## src/hdl/sha256_pkg.sv

```systemverilog
// SHA-256 hasher shared types, constants and the rotate helper used by the round functions.
package sha256_pkg;

  typedef struct packed {
    logic [7:0] data_byte;
    logic       has_byte;
    logic       finish;
  } in_beat_t;

  typedef struct packed {
    logic [31:0] digest_word;
    logic [2:0]  word_index;
    logic        last_word;
  } out_beat_t;

  // Block handed from the packer to the compression engine.
  typedef struct packed {
    logic [511:0] block;
    logic         final_blk;
  } blk_t;

  localparam logic [255:0] IV = {
    32'h6a09e667, 32'hbb67ae85, 32'h3c6ef372, 32'ha54ff53a,
    32'h510e527f, 32'h9b05688c, 32'h1f83d9ab, 32'h5be0cd19};

  localparam logic [7:0] PAD_BYTE = 8'h80;
  localparam int unsigned LEN_POS = 56;

  localparam logic [31:0] RK [64] = '{
    32'h428a2f98, 32'h71374491, 32'hb5c0fbcf, 32'he9b5dba5, 32'h3956c25b, 32'h59f111f1,
    32'h923f82a4, 32'hab1c5ed5, 32'hd807aa98, 32'h12835b01, 32'h243185be, 32'h550c7dc3,
    32'h72be5d74, 32'h80deb1fe, 32'h9bdc06a7, 32'hc19bf174, 32'he49b69c1, 32'hefbe4786,
    32'h0fc19dc6, 32'h240ca1cc, 32'h2de92c6f, 32'h4a7484aa, 32'h5cb0a9dc, 32'h76f988da,
    32'h983e5152, 32'ha831c66d, 32'hb00327c8, 32'hbf597fc7, 32'hc6e00bf3, 32'hd5a79147,
    32'h06ca6351, 32'h14292967, 32'h27b70a85, 32'h2e1b2138, 32'h4d2c6dfc, 32'h53380d13,
    32'h650a7354, 32'h766a0abb, 32'h81c2c92e, 32'h92722c85, 32'ha2bfe8a1, 32'ha81a664b,
    32'hc24b8b70, 32'hc76c51a3, 32'hd192e819, 32'hd6990624, 32'hf40e3585, 32'h106aa070,
    32'h19a4c116, 32'h1e376c08, 32'h2748774c, 32'h34b0bcb5, 32'h391c0cb3, 32'h4ed8aa4a,
    32'h5b9cca4f, 32'h682e6ff3, 32'h748f82ee, 32'h78a5636f, 32'h84c87814, 32'h8cc70208,
    32'h90befffa, 32'ha4506ceb, 32'hbef9a3f7, 32'hc67178f2};

  function automatic logic [31:0] ror(input logic [31:0] x, input int unsigned n);
    ror = (x >> n) | (x << (32 - n));
  endfunction

endpackage

```

## src/hdl/sha256_packer.sv

```systemverilog
// Front end: packs bytes into 512-bit blocks and generates padding.
module sha256_packer (
  input  logic                 clk,
  input  logic                 rst_n,
  input  logic                 in_push,
  input  sha256_pkg::in_beat_t in_data,
  output logic                 in_full,
  output logic                 blk_valid,
  output sha256_pkg::blk_t     blk_data,
  input  logic                 blk_ready
);

  typedef enum logic [1:0] {S_LOAD, S_PAD, S_LEN} state_t;

  state_t       state_r;
  logic [511:0] buf_r;
  logic [5:0]   fill_r;
  logic [60:0]  cnt_r;
  logic         fin_r;
  logic         blk_valid_r;
  logic         blk_final_r;
  logic [511:0] blk_r;
  logic         slot_free;
  logic         acc;

  assign slot_free = !blk_valid_r || blk_ready;
  assign in_full   = (state_r != S_LOAD) || !slot_free;
  assign acc       = in_push && !in_full;
  assign blk_valid = blk_valid_r;
  assign blk_data  = '{block: blk_r, final_blk: blk_final_r};

  // Byte n lives at bits [511-8n -: 8].
  always_ff @(posedge clk) begin
    if (!rst_n) begin
      state_r     <= S_LOAD;
      fill_r      <= '0;
      cnt_r       <= '0;
      fin_r       <= 1'b0;
      blk_valid_r <= 1'b0;
    end else begin
      logic ship;
      ship = 1'b0;
      unique case (state_r)
        S_LOAD: begin
          if (acc) begin
            logic [511:0] b;
            logic [5:0]   f;
            logic         wrap;
            b    = buf_r;
            f    = fill_r;
            wrap = 1'b0;
            if (in_data.has_byte) begin
              b[511 - 8*f -: 8] = in_data.data_byte;
              wrap = (f == 6'd63);
              f    = f + 6'd1;
              cnt_r <= cnt_r + 61'd1;
            end
            if (wrap) begin
              blk_r       <= b;
              blk_final_r <= 1'b0;
              ship        = 1'b1;
            end
            if (in_data.finish) begin
              if (wrap) begin
                // padding goes into a fresh block next
                state_r <= S_PAD;
                buf_r   <= b;
                fill_r  <= f;
              end else begin
                b[511 - 8*f -: 8] = sha256_pkg::PAD_BYTE;
                for (int i = 0; i < 64; i++)
                  if (i > f) b[511 - 8*i -: 8] = 8'h00;
                buf_r  <= b;
                fill_r <= f;
                state_r <= (f >= 6'(sha256_pkg::LEN_POS)) ? S_PAD : S_LEN;
                fin_r  <= (f >= 6'(sha256_pkg::LEN_POS));
              end
            end else begin
              buf_r  <= b;
              fill_r <= f;
            end
          end
        end
        S_PAD: begin
          // fin_r set: buffer already padded, ship it; else 0x80 at byte 0.
          if (slot_free) begin
            if (fin_r) begin
              blk_r       <= buf_r;
              blk_final_r <= 1'b0;
              ship        = 1'b1;
              buf_r       <= '0;
            end else begin
              buf_r <= {sha256_pkg::PAD_BYTE, 504'd0};
            end
            fin_r   <= 1'b0;
            state_r <= S_LEN;
          end
        end
        S_LEN: begin
          if (slot_free) begin
            blk_r       <= {buf_r[511:64], cnt_r, 3'b000};
            blk_final_r <= 1'b1;
            ship        = 1'b1;
            fill_r      <= '0;
            cnt_r       <= '0;
            state_r     <= S_LOAD;
          end
        end
        default: state_r <= S_LOAD;
      endcase
      if (ship) blk_valid_r <= 1'b1;
      else if (blk_ready) blk_valid_r <= 1'b0;
    end
  end

endmodule

```

## config.mk

```make
export PLATFORM = sky130hd
export DESIGN_NAME = sha256_packer
export DESIGN_NICKNAME = d
export VERILOG_FILES = /design/src/hdl/sha256_pkg.sv /design/src/hdl/sha256_packer.sv
export SDC_FILE = /design/constraint.sdc
export NUM_CORES = 2
export LEC_CHECK = 0
export BUFFER_PORTS_ARGS = -buffer_cell sky130_fd_sc_hd__buf_2
export CORE_MARGIN = 2
export CORE_UTILIZATION = 50
export CTS_BUF_LIST = sky130_fd_sc_hd__clkbuf_2
export DETAILED_ROUTE_END_ITERATION = 7
export PLACE_DENSITY = 0.77
export SLEW_MARGIN = 0
export SYNTH_ARGS = -nofsm -noshare
export SYNTH_HDL_FRONTEND = slang
export SYNTH_SLANG_ARGS = --single-unit
```

## constraint.sdc

```tcl
create_clock -name clk -period 86.3 [get_ports clk]
set_input_delay 12.945 -clock clk [delete_from_list [all_inputs] [get_ports clk]]
set_output_delay 12.945 -clock clk [all_outputs]
set_load 0.02 [all_outputs]
```

Yosys cells after proc, flatten, opt, wreduce, memory -nomap -nowiden
Cells that the tools add are included.
Cells by class
  $add $sub $neg: 6
  $lt $le $gt $ge: 64
  eq/ne operators: 11
  shifts and indexed selects: 4
  muxes and demuxes: 123
  reductions and logical operators: 18
Operators by type and width (count)
  $mux W512: 14
  $pmux W512 S3: 1
  $shift A8 B34 Y519 const A: 2
  $bwmux W512: 2
  $pmux W512 S2: 1
  $shiftx A8 B34 Y519: 1
  $shiftx A8 B34 Y519 const A: 1
  $mux W8: 63
  $gt A6 B6 Y1 const A: 32
  $mux W61: 3
  $pmux W61 S2: 1
  $gt A5 B6 Y1 const A: 16
  $neg A32 Y34: 2
  $add A61 B1 Y61 const B: 1
  $gt A4 B6 Y1 const A: 8
  $mux W6: 6
  $gt A3 B6 Y1 const A: 4
  $mux W1: 21
  $sub A9 B9 Y10 const A: 2
  $ne A2 B2 Y1 const B: 8
  $gt A2 B6 Y1 const A: 2
  $mux W2: 6
  $pmux W6 S2: 1
  $reduce_and A4 Y1: 3
  other kinds (18): 25
Word-level totals
  flip-flop bits (word level): 1096
  input port bits: 14
  output and inout port bits: 515

Depth between registers and ports, before layout
  word-level depth: 18
  mapped depth: 13

Least setup slack after synthesis
No wires, ideal clock.
  path type: input-to-reg
  start: input port in_data[1] in the netlist's numbering
  end: register blk_final_r (enable)
  library setup time: 2.121 ns
  arrival: 50.520 ns
  slack: 33.659 ns
  stages on the path: 5
  buffers on the path: 1
  cells stage by stage: buf_2 > nand4_1 > nor2_1 > a32oi_1 > nor3b_1
On the way
  longest elaborated chain between the ends: 6
Ends and longest elaborated chain
  start, declared: line sha256_packer.sv:6  | input sha256_pkg::in_beat_t in_data,
  $mux W1: line sha256_packer.sv:52  | if (in_data.has_byte) begin
  $mux W1: line sha256_packer.sv:45  | if (acc) begin
  $mux W1: line sha256_packer.sv:43  | unique case (state_r)
  $mux W1: line sha256_packer.sv:34  | if (!rst_n) begin
  $ne A2 B2 Y1 (no line)
  $reduce_and A7 Y1 (no line)
  end signal, assigned: line sha256_packer.sv:60  | blk_final_r <= 1'b0;
  end signal, assigned: line sha256_packer.sv:89  | blk_final_r <= 1'b0;
  end signal, assigned: line sha256_packer.sv:102  | blk_final_r <= 1'b1;
  end, declared: line sha256_packer.sv:21  | logic blk_final_r;
Every way passes these cells. The select of a mux whose other input is x is not followed.
A chain may end at the register's enable or synchronous reset.

Final worst setup path
  start: input port blk_ready
  end: output port in_full
On the way
  longest elaborated chain between the ends: 3
Ends and longest elaborated chain
  start, declared: line sha256_packer.sv:10  | input logic blk_ready
  $logic_or A1 B1 Y1: line sha256_packer.sv:26  | assign slot_free = !blk_valid_r || blk_ready;
  $logic_not A1 Y1: line sha256_packer.sv:27  | assign in_full = (state_r != S_LOAD) || !slot_free;
  $logic_or A1 B1 Y1: line sha256_packer.sv:27
  end, declared: line sha256_packer.sv:7  | output logic in_full,
Every way passes these cells.

==> summary.txt <==
CTS tree - done
Setup Total Neg Slack - 0 ns
CP Launch Type - input pin
Post-layout minimum cycle time - 26.71 ns
DIE HEIGHT - 321 um
Leak - 0.0191 uW
Cells after synthesis - 4643
Met3 wire len - 19.8 mm
# H-tree levels - 5
Hold Path Class - flip-flop to flip-flop
Port bufs - 528
Clk slew on worst S/H paths - 0.09 ns
Nets@finish - 5254
Highest metal used - met5
Final Skew - 0.138 ns
Flops & latches, synth - 1096
Critical path endpoint category - output port
Total Routing Usage GR - 31.2%
Total setup buffers inserted after CTS - 0
Top_reg_cell synth - edfxtp_1
Fillcell total - 8587
Clock buffer depth - 4
FP Rows - 116
First-pass GRT wire length - 239 mm
Layout cell share with drive strength beyond 1 - 20.1%
Top cell type's share of synthesized area - 61.4%
Rel. slew slack - 3.71%
Placed cell areas - 0.0538 sq mm
Peak VDD IR - 0.0141 mV
M1 WL - 62.0 mm
Fin. max-slew vios - 0
Worst Path Max Fanout - 12
Final number of setup-violating endpoints - 0
Failing checks - DRC
Tcrit/Tclk final - 30.9%
Yosys cell types - 81
Die area - 0.103 sq mm
Initial core utilization - 50.3%
Max-Cap Viols - 0
Count leader, synth - edfxtp_1
Post-cts sizing count - 0
Worst slew pin tran - 1.44 ns
Ys Warns - 0
Power per cell area - 21.5 mW/mm^2
DR WL met2 - 74.4 mm
Drc violations - 1
Synth area leaders - edfxtp_1, nor2_1, o21ai_0, nand2_1, a21oi_1
Initial antenna violation count - 8
Post-Syn Area - 0.0502 sq mm
Status - finished, violations left
Fmax - 37.4 MHz
CP required - 73.35 ns
Iteration-0 DRC Markers - 6204
Avg Inst Size Synth - 10.8 sq um
Vias in the first global route - 38400
Synth-to-Final Area Change - 11.9%
Die W - 321 um
Core Box Area - 0.0997 sq mm
Cell area after layout - 0.0561 sq mm
Drt total wl - 166 mm
Most frequent cells after synthesis - edfxtp_1, nor2_1, nand2_1, o21ai_0, a21oi_1
Seq/Total Area, Yosys - 64.2%
Unrepaired setup endpoints after global routing - no
1st-pass router iterations - 8
EDFF count, synth - 1025
Total grt overflow - 0
Hold_buf cts - 0
Syn_nets - 4668
Critical path type - input pin to output port
Post-synth top area cell - edfxtp_1
Wire length per cell - 24.7 um
Vias per std cell - 6.12
# clock sinks - 1096
Arrival time worst endpoint - 13.76 ns
Pin count of the biggest net entering global routing - 243
Clk Tree Root Cell - clkbuf_2
Clock Latency Late Sink - 1.53 ns
Ports - 529
Routed Antenna Nets - 0
Gpl congestion - 0.934
Endpoints failing hold - 0
DR vias - 41000
Fraction of registers with async set/reset - 0%
Post-DP HPWL - 111 mm
Num CTS Buffers - 297
-- cell families after synthesis --
logic type / synth area share (%)
AND/OR/NAND/NOR: 15.7
AO/OA/AOI/OAI: 12.1
flip-flops: 64.2
buffers and inverters: 2.44
multiplexers: 4.30
XOR/XNOR: 0.940
adder cells (fa/ha/maj): 0.274
-- sequential cells by signal (all words and copies together) (netlist names) --
register	count
blk_r	512
buf_r	512
blk_valid	1
blk_final_r	1
state_r	2
fill_r	6
cnt_r	61
fin_r	1
-- cell usage in the layout, fill, tap and decap left out, drive strengths merged, types with 7 or more instances in the layout --
cell and count:
xor2 44, nand2 642, and3 28, o31ai 7, or3 12, ha 11
or2 9, nor2 818, nor2b 10, and2 35, clkinv 45, nand3 77
xnor2 9, buf 579, a221oi 63, a21oi 456, nand4 40, clkbuf 417
nor3 131, mux2i 211, o21ai 500, nand2b 16, a21o 11, inv 24
nor4 12, and4 7, dfxtp 71, edfxtp 1025
-- critical path, stage by stage --
cell,delay (ns)
buf_2,0.11
nand2b_1,0.35
nand2_1,0.17
buf_2,0.18
-- area by class of cell --
cell class                 instances  area (sq um)  share of cell area, %
inverter                          16          61.3                  0.109
sequential                      1096         32200                   57.4
tap                             1298          1620                   2.89
clock buffer                     417          2090                   3.72
timing repair buffer             579          3080                   5.48
clock inverter                    54           231                  0.412
multi-input combinational       3239         16800                   30.0
antenna                            3          7.51                 0.0134
-- power by group --
part	total, uW	leakage (uW)	switching [uW]	internal, uW
sequential	658	0.0101	16.1	642
clock	343	0.00186	213	130
combinational	204	0.00718	156	48.1
total	1200	0.0191	385	820
-- per-stage QoR --
step | hold slack [ns] | utilization (%) | instances | setup slack (ns) | total power [uW]
after floorplan | 0.458 | - | 4643 | 33.66 | 825
after global placement | 0.470 | 54.0 | 6228 | 59.62 | 864
after detailed placement | 0.488 | 54.0 | 6228 | 59.60 | 868
after CTS | 0.484 | 56.3 | 6699 | 59.59 | 1200
after global routing | 0.524 | 56.3 | 6700 | 59.52 | 1250
final | 0.480 | 56.3 | 6702 | 59.59 | 1200
-- path summary, 6_finish.rpt --
kind,from,endpoint,slack (ns),cells past startpoint
worst max-delay path,blk_ready,in_full,59.59,4
worst min-delay path,buf_r[117],blk_r[117],0.48,2
worst min register to register,buf_r[117],blk_r[117],0.48,2
worst max register to register,state_r[0],blk_r[485],81.28,8
-- per-layer routing --
| metal | GRT usage, % | vias to the layer above |
|---|---|---|
| met3 | 7.98 | 483 |
| li1 | - | 18100 |
| met5 | 0 | - |
| met4 | 17.5 | 6 |
| met2 | 47.1 | 2811 |
| met1 | 41.2 | 19600 |
Note: power is estimated with default switching activity, not from simulation.
