`config.mk`:
```
export PLATFORM = sky130hd
export DESIGN_NAME = sha256_core
export DESIGN_NICKNAME = d
export VERILOG_FILES = /design/src/hdl/sha256_pkg.sv /design/src/hdl/sha256_core.sv
export SDC_FILE = /design/constraint.sdc
export NUM_CORES = 2
export LEC_CHECK = 0
export BUFFER_PORTS_ARGS = -buffer_cell sky130_fd_sc_hd__buf_2
export CORE_MARGIN = 3
export CORE_UTILIZATION = 25
export DETAILED_ROUTE_END_ITERATION = 10
export PLACE_DENSITY = 0.45
export REMOVE_ABC_BUFFERS = 1
export SLEW_MARGIN = 20
export SYNTH_ARGS = -nofsm -noshare
export SYNTH_HDL_FRONTEND = slang
export SYNTH_SLANG_ARGS = --single-unit
```
`constraint.sdc`:
```
create_clock -name clk -period 38.7 [get_ports clk]
set_clock_uncertainty 0.05 [all_clocks]
set_input_delay 0 -clock clk [delete_from_list [all_inputs] [get_ports clk]]
set_output_delay 0 -clock clk [all_outputs]
set_load 0.01 [all_outputs]
```
`src/hdl/sha256_pkg.sv`:
```
// SHA-256 hasher shared types, constants and the rotate helper used by the round functions.
package sha256_pkg;

  typedef struct packed {
    logic [7:0] data_byte;
    logic       has_byte;
    logic       finish;
  } in_beat_t;

  typedef struct packed {
    logic [31:0] digest_word;
    logic [2:0]  word_index;
    logic        last_word;
  } out_beat_t;

  // Block handed from the packer to the compression engine.
  typedef struct packed {
    logic [511:0] block;
    logic         final_blk;
  } blk_t;

  localparam logic [255:0] IV = {
    32'h6a09e667, 32'hbb67ae85, 32'h3c6ef372, 32'ha54ff53a,
    32'h510e527f, 32'h9b05688c, 32'h1f83d9ab, 32'h5be0cd19};

  localparam logic [7:0] PAD_BYTE = 8'h80;
  localparam int unsigned LEN_POS = 56;

  localparam logic [31:0] RK [64] = '{
    32'h428a2f98, 32'h71374491, 32'hb5c0fbcf, 32'he9b5dba5, 32'h3956c25b, 32'h59f111f1,
    32'h923f82a4, 32'hab1c5ed5, 32'hd807aa98, 32'h12835b01, 32'h243185be, 32'h550c7dc3,
    32'h72be5d74, 32'h80deb1fe, 32'h9bdc06a7, 32'hc19bf174, 32'he49b69c1, 32'hefbe4786,
    32'h0fc19dc6, 32'h240ca1cc, 32'h2de92c6f, 32'h4a7484aa, 32'h5cb0a9dc, 32'h76f988da,
    32'h983e5152, 32'ha831c66d, 32'hb00327c8, 32'hbf597fc7, 32'hc6e00bf3, 32'hd5a79147,
    32'h06ca6351, 32'h14292967, 32'h27b70a85, 32'h2e1b2138, 32'h4d2c6dfc, 32'h53380d13,
    32'h650a7354, 32'h766a0abb, 32'h81c2c92e, 32'h92722c85, 32'ha2bfe8a1, 32'ha81a664b,
    32'hc24b8b70, 32'hc76c51a3, 32'hd192e819, 32'hd6990624, 32'hf40e3585, 32'h106aa070,
    32'h19a4c116, 32'h1e376c08, 32'h2748774c, 32'h34b0bcb5, 32'h391c0cb3, 32'h4ed8aa4a,
    32'h5b9cca4f, 32'h682e6ff3, 32'h748f82ee, 32'h78a5636f, 32'h84c87814, 32'h8cc70208,
    32'h90befffa, 32'ha4506ceb, 32'hbef9a3f7, 32'hc67178f2};

  function automatic logic [31:0] ror(input logic [31:0] x, input int unsigned n);
    ror = (x >> n) | (x << (32 - n));
  endfunction

endpackage

```
`src/hdl/sha256_core.sv`:
```
// Back end: 64-round compression, one round a cycle, and digest word output.
module sha256_core (
  input  logic                  clk,
  input  logic                  rst_n,
  input  logic                  blk_valid,
  input  sha256_pkg::blk_t      blk_data,
  output logic                  blk_ready,
  output logic                  out_empty,
  input  logic                  out_pop,
  output sha256_pkg::out_beat_t out_data
);

  typedef enum logic [1:0] {C_IDLE, C_RUN, C_SUM, C_OUT} state_t;

  state_t       state_r;
  logic [255:0] h_r;
  logic [31:0]  v_r [8];
  logic [31:0]  w_r [16];
  logic [5:0]   rnd_r;
  logic [2:0]   idx_r;
  logic         fin_r;
  logic [31:0]  t1, t2, wn, s0, s1;

  assign blk_ready = (state_r == C_IDLE);
  assign out_empty = (state_r != C_OUT);
  assign out_data  = '{digest_word: h_r[255 - 32*idx_r -: 32], word_index: idx_r,
                       last_word: (idx_r == 3'd7)};

  always_comb begin
    s0 = sha256_pkg::ror(w_r[1], 7) ^ sha256_pkg::ror(w_r[1], 18) ^ (w_r[1] >> 3);
    s1 = sha256_pkg::ror(w_r[14], 17) ^ sha256_pkg::ror(w_r[14], 19) ^ (w_r[14] >> 10);
    wn = s1 + w_r[9] + s0 + w_r[0];
    t1 = v_r[7] + (sha256_pkg::ror(v_r[4], 6) ^ sha256_pkg::ror(v_r[4], 11) ^
         sha256_pkg::ror(v_r[4], 25)) + ((v_r[4] & v_r[5]) ^ (~v_r[4] & v_r[6])) +
         sha256_pkg::RK[rnd_r] + w_r[0];
    t2 = (sha256_pkg::ror(v_r[0], 2) ^ sha256_pkg::ror(v_r[0], 13) ^
         sha256_pkg::ror(v_r[0], 22)) +
         ((v_r[0] & v_r[1]) ^ (v_r[0] & v_r[2]) ^ (v_r[1] & v_r[2]));
  end

  always_ff @(posedge clk) begin
    if (!rst_n) begin
      state_r <= C_IDLE;
      h_r     <= sha256_pkg::IV;
      rnd_r   <= '0;
      idx_r   <= '0;
    end else begin
      unique case (state_r)
        C_IDLE: begin
          if (blk_valid) begin
            for (int i = 0; i < 16; i++) w_r[i] <= blk_data.block[511 - 32*i -: 32];
            for (int i = 0; i < 8; i++) v_r[i] <= h_r[255 - 32*i -: 32];
            fin_r   <= blk_data.final_blk;
            rnd_r   <= '0;
            state_r <= C_RUN;
          end
        end
        C_RUN: begin
          for (int i = 0; i < 15; i++) w_r[i] <= w_r[i+1];
          w_r[15] <= wn;
          v_r[7] <= v_r[6]; v_r[6] <= v_r[5]; v_r[5] <= v_r[4];
          v_r[4] <= v_r[3] + t1;
          v_r[3] <= v_r[2]; v_r[2] <= v_r[1]; v_r[1] <= v_r[0];
          v_r[0] <= t1 + t2;
          rnd_r  <= rnd_r + 6'd1;
          if (rnd_r == 6'd63) state_r <= C_SUM;
        end
        C_SUM: begin
          for (int i = 0; i < 8; i++)
            h_r[255 - 32*i -: 32] <= h_r[255 - 32*i -: 32] + v_r[i];
          idx_r   <= '0;
          state_r <= fin_r ? C_OUT : C_IDLE;
        end
        C_OUT: begin
          if (out_pop) begin
            idx_r <= idx_r + 3'd1;
            if (idx_r == 3'd7) begin
              h_r     <= sha256_pkg::IV;
              state_r <= C_IDLE;
            end
          end
        end
        default: state_r <= C_IDLE;
      endcase
    end
  end

endmodule

```
Word-level counts from Yosys, hierarchy flattened
Memories as Yosys holds them, arrays and structs flattened.
Index checks and enable logic that the tools add are counted.
Widths: inputs -> output; s select.
- memory bits (writable): 768
- memories: 3
- logic and storage cells: 147
- memory bits (read-only): 2048
- latch bits: 0
- flip-flop bits (word level): 268
- memory list (name ; depth ; bits a word ; rd ports ; clocked after memory_dff ; write ports ; RTL line ; RTL):
    (name not given) ; 64 ; 32 ; 1 ; 0 ; 0 ; sha256_core.sv:35 ; sha256_pkg::RK[rnd_r] + w_r[0];
    w_r ; 16 ; 32 ; 16 ; 0 ; 16 ; sha256_core.sv:18 ; logic [31:0] w_r [16];
    v_r ; 8 ; 32 ; 8 ; 0 ; 8 ; sha256_core.sv:17 ; logic [31:0] v_r [8];
- add/subtract/negate cells: 21
- bitwise logic cells: 52
- shift operators: 1
- eq/ne operators: 10
- magnitude comparators: 1
- multipliers: 0
- mux-type cells: 46
- div/mod/pow operators: 0
- reduce and logical (&&, ||, !) cells: 8
- operators with widths (kind ; count):
    $mux 32 ; 26
    $add 32x32->32 ; 18
    $mux 256 ; 2
    $pmux 256 s2 ; 1
    $xor 32x32->32 ; 9
    $shiftx 287x33->32 ; 1
    $and 32x32->32 ; 5
    $not 32->32 ; 1
    $or 10x32->32 ; 1
    $or 13x32->32 ; 1
    $or 14x32->32 ; 1
    $or 15x32->32 ; 1
    $or 19x32->32 ; 1
    $or 21x32->32 ; 1
    $or 25x32->32 ; 1
    $or 26x32->32 ; 1
    $or 30x32->32 ; 1
    $or 7x32->32 ; 1
    $xor 32x22->32 ; 1
    $xor 32x29->32 ; 1
    $or 1x1->1 ; 24
    $pmux 6 s2 ; 1
    $mux 2 ; 5
    $ne 2x2->1 const B ; 5
    19 further kinds ; 29

Depth between registers and ports, before layout
An unclocked memory read counts as a cell.
- depth after elaboration: 10
- gate-level depth with buffers: 43
- gate-level depth less buffers: 41

Least setup slack after synthesis
Ideal clock, no wire load.
- path kind: register to register
- from: register state_r[0]
- to: memory v_r[0][0], enable pin
- buffers on the path: 1
- period minus slack after synthesis: 34606 ps
- data arrival time: 32631 ps
- cell stages (with the launch flop): 4
- path slack: 4094 ps
- cell sequence: dfxtp_1 -> clkbuf_1 -> o21bai_1 -> nor2_1
- RTL lines (what ; RTL line ; RTL):
    start: declaration ; sha256_core.sv:15 ; state_t state_r;
    start signal: assignment ; sha256_core.sv:72 ; state_r <= fin_r ? C_OUT : C_IDLE;
    end: declaration ; sha256_core.sv:17 ;

==> key figures <==
Setup path
  – Largest stage delay, worst path: 1.02 ns
  – Slowest cell on crit path: ha_1
  – CP startpoint kind: flop
  – Worst EP arrival: 11.44 ns
  – CP Class: flop to flop
  – Worst endpoint required time: 39.17 ns
  – CP Max Fanout: 30
  – Endpoint class of the critical path: flop

Die
  – Core Region: 280000 um^2
  – Die area: 287000 um^2
  – Top-level port count: 555
  – Starting Density: 25.1%
  – Num rows: 194
  – Die Y: 536 um
  – Die Wd: 536 um

Synthesis
  – Synth warn: 0
  – Top_reg_cell synth: edfxtp_1
  – Post-Synthesis Cells: 6835
  – Post-synth cell types: 97
  – Most frequent cell after synthesis: nand2_1
  – Yosys top cell area share: 32.9%
  – #FFs+latches synth: 1036
  – Area contributors post-synth: edfxtp_1 33%, mux2_2 8.6%, dfxtp_1 7.6%
  – Syn avg cell area: 10.3 um^2
  – Post-synth EDFFs: 769
  – Ys async rst share: 0%
  – Mapped cell area: 70300 um^2
  – Area leader, netlist: edfxtp_1
  – Seq/Total Area, Yosys: 40.5%
  – Synth cell count leaders: 1025 x nand2_1, 769 x edfxtp_1, 534 x mux2_2

Outcome
  – Status: finished, final reports clean

CTS
  – Root buf cell: clkbuf_16
  – CTS tree: built
  – CTS Buffer Depth: 3
  – CTS sink count: 1036
  – Clock transition at path regs: 0.06 ns
  – Post-cts resize count: 0
  – Hold-fix buffers, CTS: 965
  – H-tree depth: 4
  – Worst-Skew Late Latency: 0.81 ns
  – Setup Fix Bufs, Post-CTS: 0
  – TritonCTS Buffers: 135

Drt
  – Routed len/inst: 23.7 um
  – Vias: 59500
  – Number of vias per cell: 4.91
  – ANT nets after route: 0
  – Drt drc: 0
  – Routed wire length: 287000 um
  – Iter 0 DRT Violations: 4657
  – Detailed Routing Iterations Pass 1: 6

STA
  – Hold Vio Cnt, Final: 0
  – Setup_tns: 0 ns
  – Final worst-path cycle share: 28.3%
  – Setup-failing EPs final: 0
  – Slew HR: 28.0%
  – Setup ws final: 27.73 ns
  – Final hold slack: 0.0503 ns
  – Tmin final: 10.97 ns
  – Maximum clock rate: 91.2 MHz
  – RSZ-0062 raised after global routing: no
  – Slew Limit Fails: 0
  – Pin slew with the least headroom to its limit: 1.05 ns

Placed design
  – GP Congestion: 0.912
  – Pre-CTS setup slack: 27.88 ns
  – Port-buffer cells: 554
  – DP Wirelength: 214000 um

Finish
  – FF/Latch Area: 28500 um^2
  – Fill cells: 28600
  – Nets: 9348
  – Share of cells above drive strength 1: 17.8%
  – Area of the multi-input gates: 39500 um^2
  – Synth-to-Final Area Change: 29.9%

GRT
  – Global-route wire length before repair: 413000 um
  – Vias in the first global route: 58900
  – GRT Util Overall: 19.3%
  – Overflow after GRT: 0
  – Pin count of the biggest net entering global routing: 185
  – Antenna violations before repair: 46

Worst hold path
  – Min-Delay Path Class: input pin to flop

Job
  – Maxcap violations: 0
-- metal layers --
metal  GRT usage [%]  routed length [um]  vias to the layer above
li1                -                   -                    27500
met1            26.4              130000                    29800
met2            31.9              135000                     1803
met3            3.10               15400                      355
met4            4.35                6700                       18
met5               0                 111                        -
-- cells by family (layout without fill, tap and decap cells) --
| family | after synthesis | in the layout | synth area share, % |
|---|---|---|---|
| adder cells (fa/ha/maj) | 593 | 593 | 12.6 |
| AND/OR/NAND/NOR | 1800 | 1800 | 11.0 |
| flip-flops | 1036 | 1036 | 40.5 |
| AO/OA/AOI/OAI | 1570 | 1570 | 14.3 |
| multiplexers | 633 | 633 | 11.2 |
| buffers and inverters | 641 | 2155 | 3.43 |
| other | 0 | 36 | 0 |
| XOR/XNOR | 562 | 562 | 7.00 |
-- worst max-delay path, delay by kind of cell, from the launching register on --
kind	cells	cell delay, ns
compound gates	16	4.47
xor+xnor	3	0.50
fa+ha+maj	7	3.60
buf+inv	6	1.18
flops	1	0.30
simple gates	4	0.61
-- layout by cell type, fill, tap and decap left out, types with 76 or more instances in the layout --
| cell | synthesis | final |
|---|---|---|
| o21ai_0 | 332 | 332 |
| a21oi_1 | 383 | 383 |
| buf_2 | 1 | 553 |
| inv_1 | 307 | 306 |
| dlygate4sd3_1 | 0 | 966 |
| a21o_1 | 201 | 201 |
| buf_4 | 0 | 76 |
| mux2_2 | 534 | 534 |
| xor2_1 | 171 | 171 |
| o22ai_1 | 99 | 99 |
| nand2_1 | 1025 | 1021 |
| a22oi_1 | 82 | 82 |
| fa_1 | 195 | 195 |
| clkbuf_16 | 0 | 136 |
| nand3_1 | 77 | 76 |
| ha_1 | 395 | 395 |
| xnor2_1 | 391 | 391 |
| dfxtp_1 | 267 | 260 |
| edfxtp_1 | 769 | 769 |
| nor2_1 | 358 | 355 |
-- stage by stage --
stage / cell area (um^2) / std cells / utilization (%)
5_1_grt: 91300 / 12100 / 32.6
2_1_floorplan: 69000 / 6506 / -
6_report: 91300 / 12100 / 32.7
3_5_place_dp: 77200 / 10900 / 27.6
4_1_cts: 91200 / 12100 / 32.6
3_3_place_gp: 77200 / 10900 / 27.6
-- layout make-up --
cell class              count  area share, %
clock buffers             191           4.08
diodes                     36         0.0987
clock inverters            54          0.688
repair buffers           1598           14.3
well taps                3724           5.10
inverters                 312           1.29
multi-input cells        5158           43.3
flip-flops and latches   1036           31.2
-- flip-flops by register name, indices dropped and copies added (netlist names) --
register / flops
fin_r: 1
h_r: 256
idx_r: 3
rnd_r: 6
state_r: 2
v_r: 256
w_r: 512
-- worst paths after layout --
check,start,end,slack (ns),cells past startpoint
max,rnd_r[0],v_r[0][31],27.73,36
min,blk_data[34],w_r[1][193],0.05,4
max reg2reg,rnd_r[0],v_r[0][31],27.73,36
min reg2reg,h_r[62],h_r[62],0.44,2
Power is not shown: default switching activity piles up to over one toggle a cycle in this logic, so the estimate is an artifact.
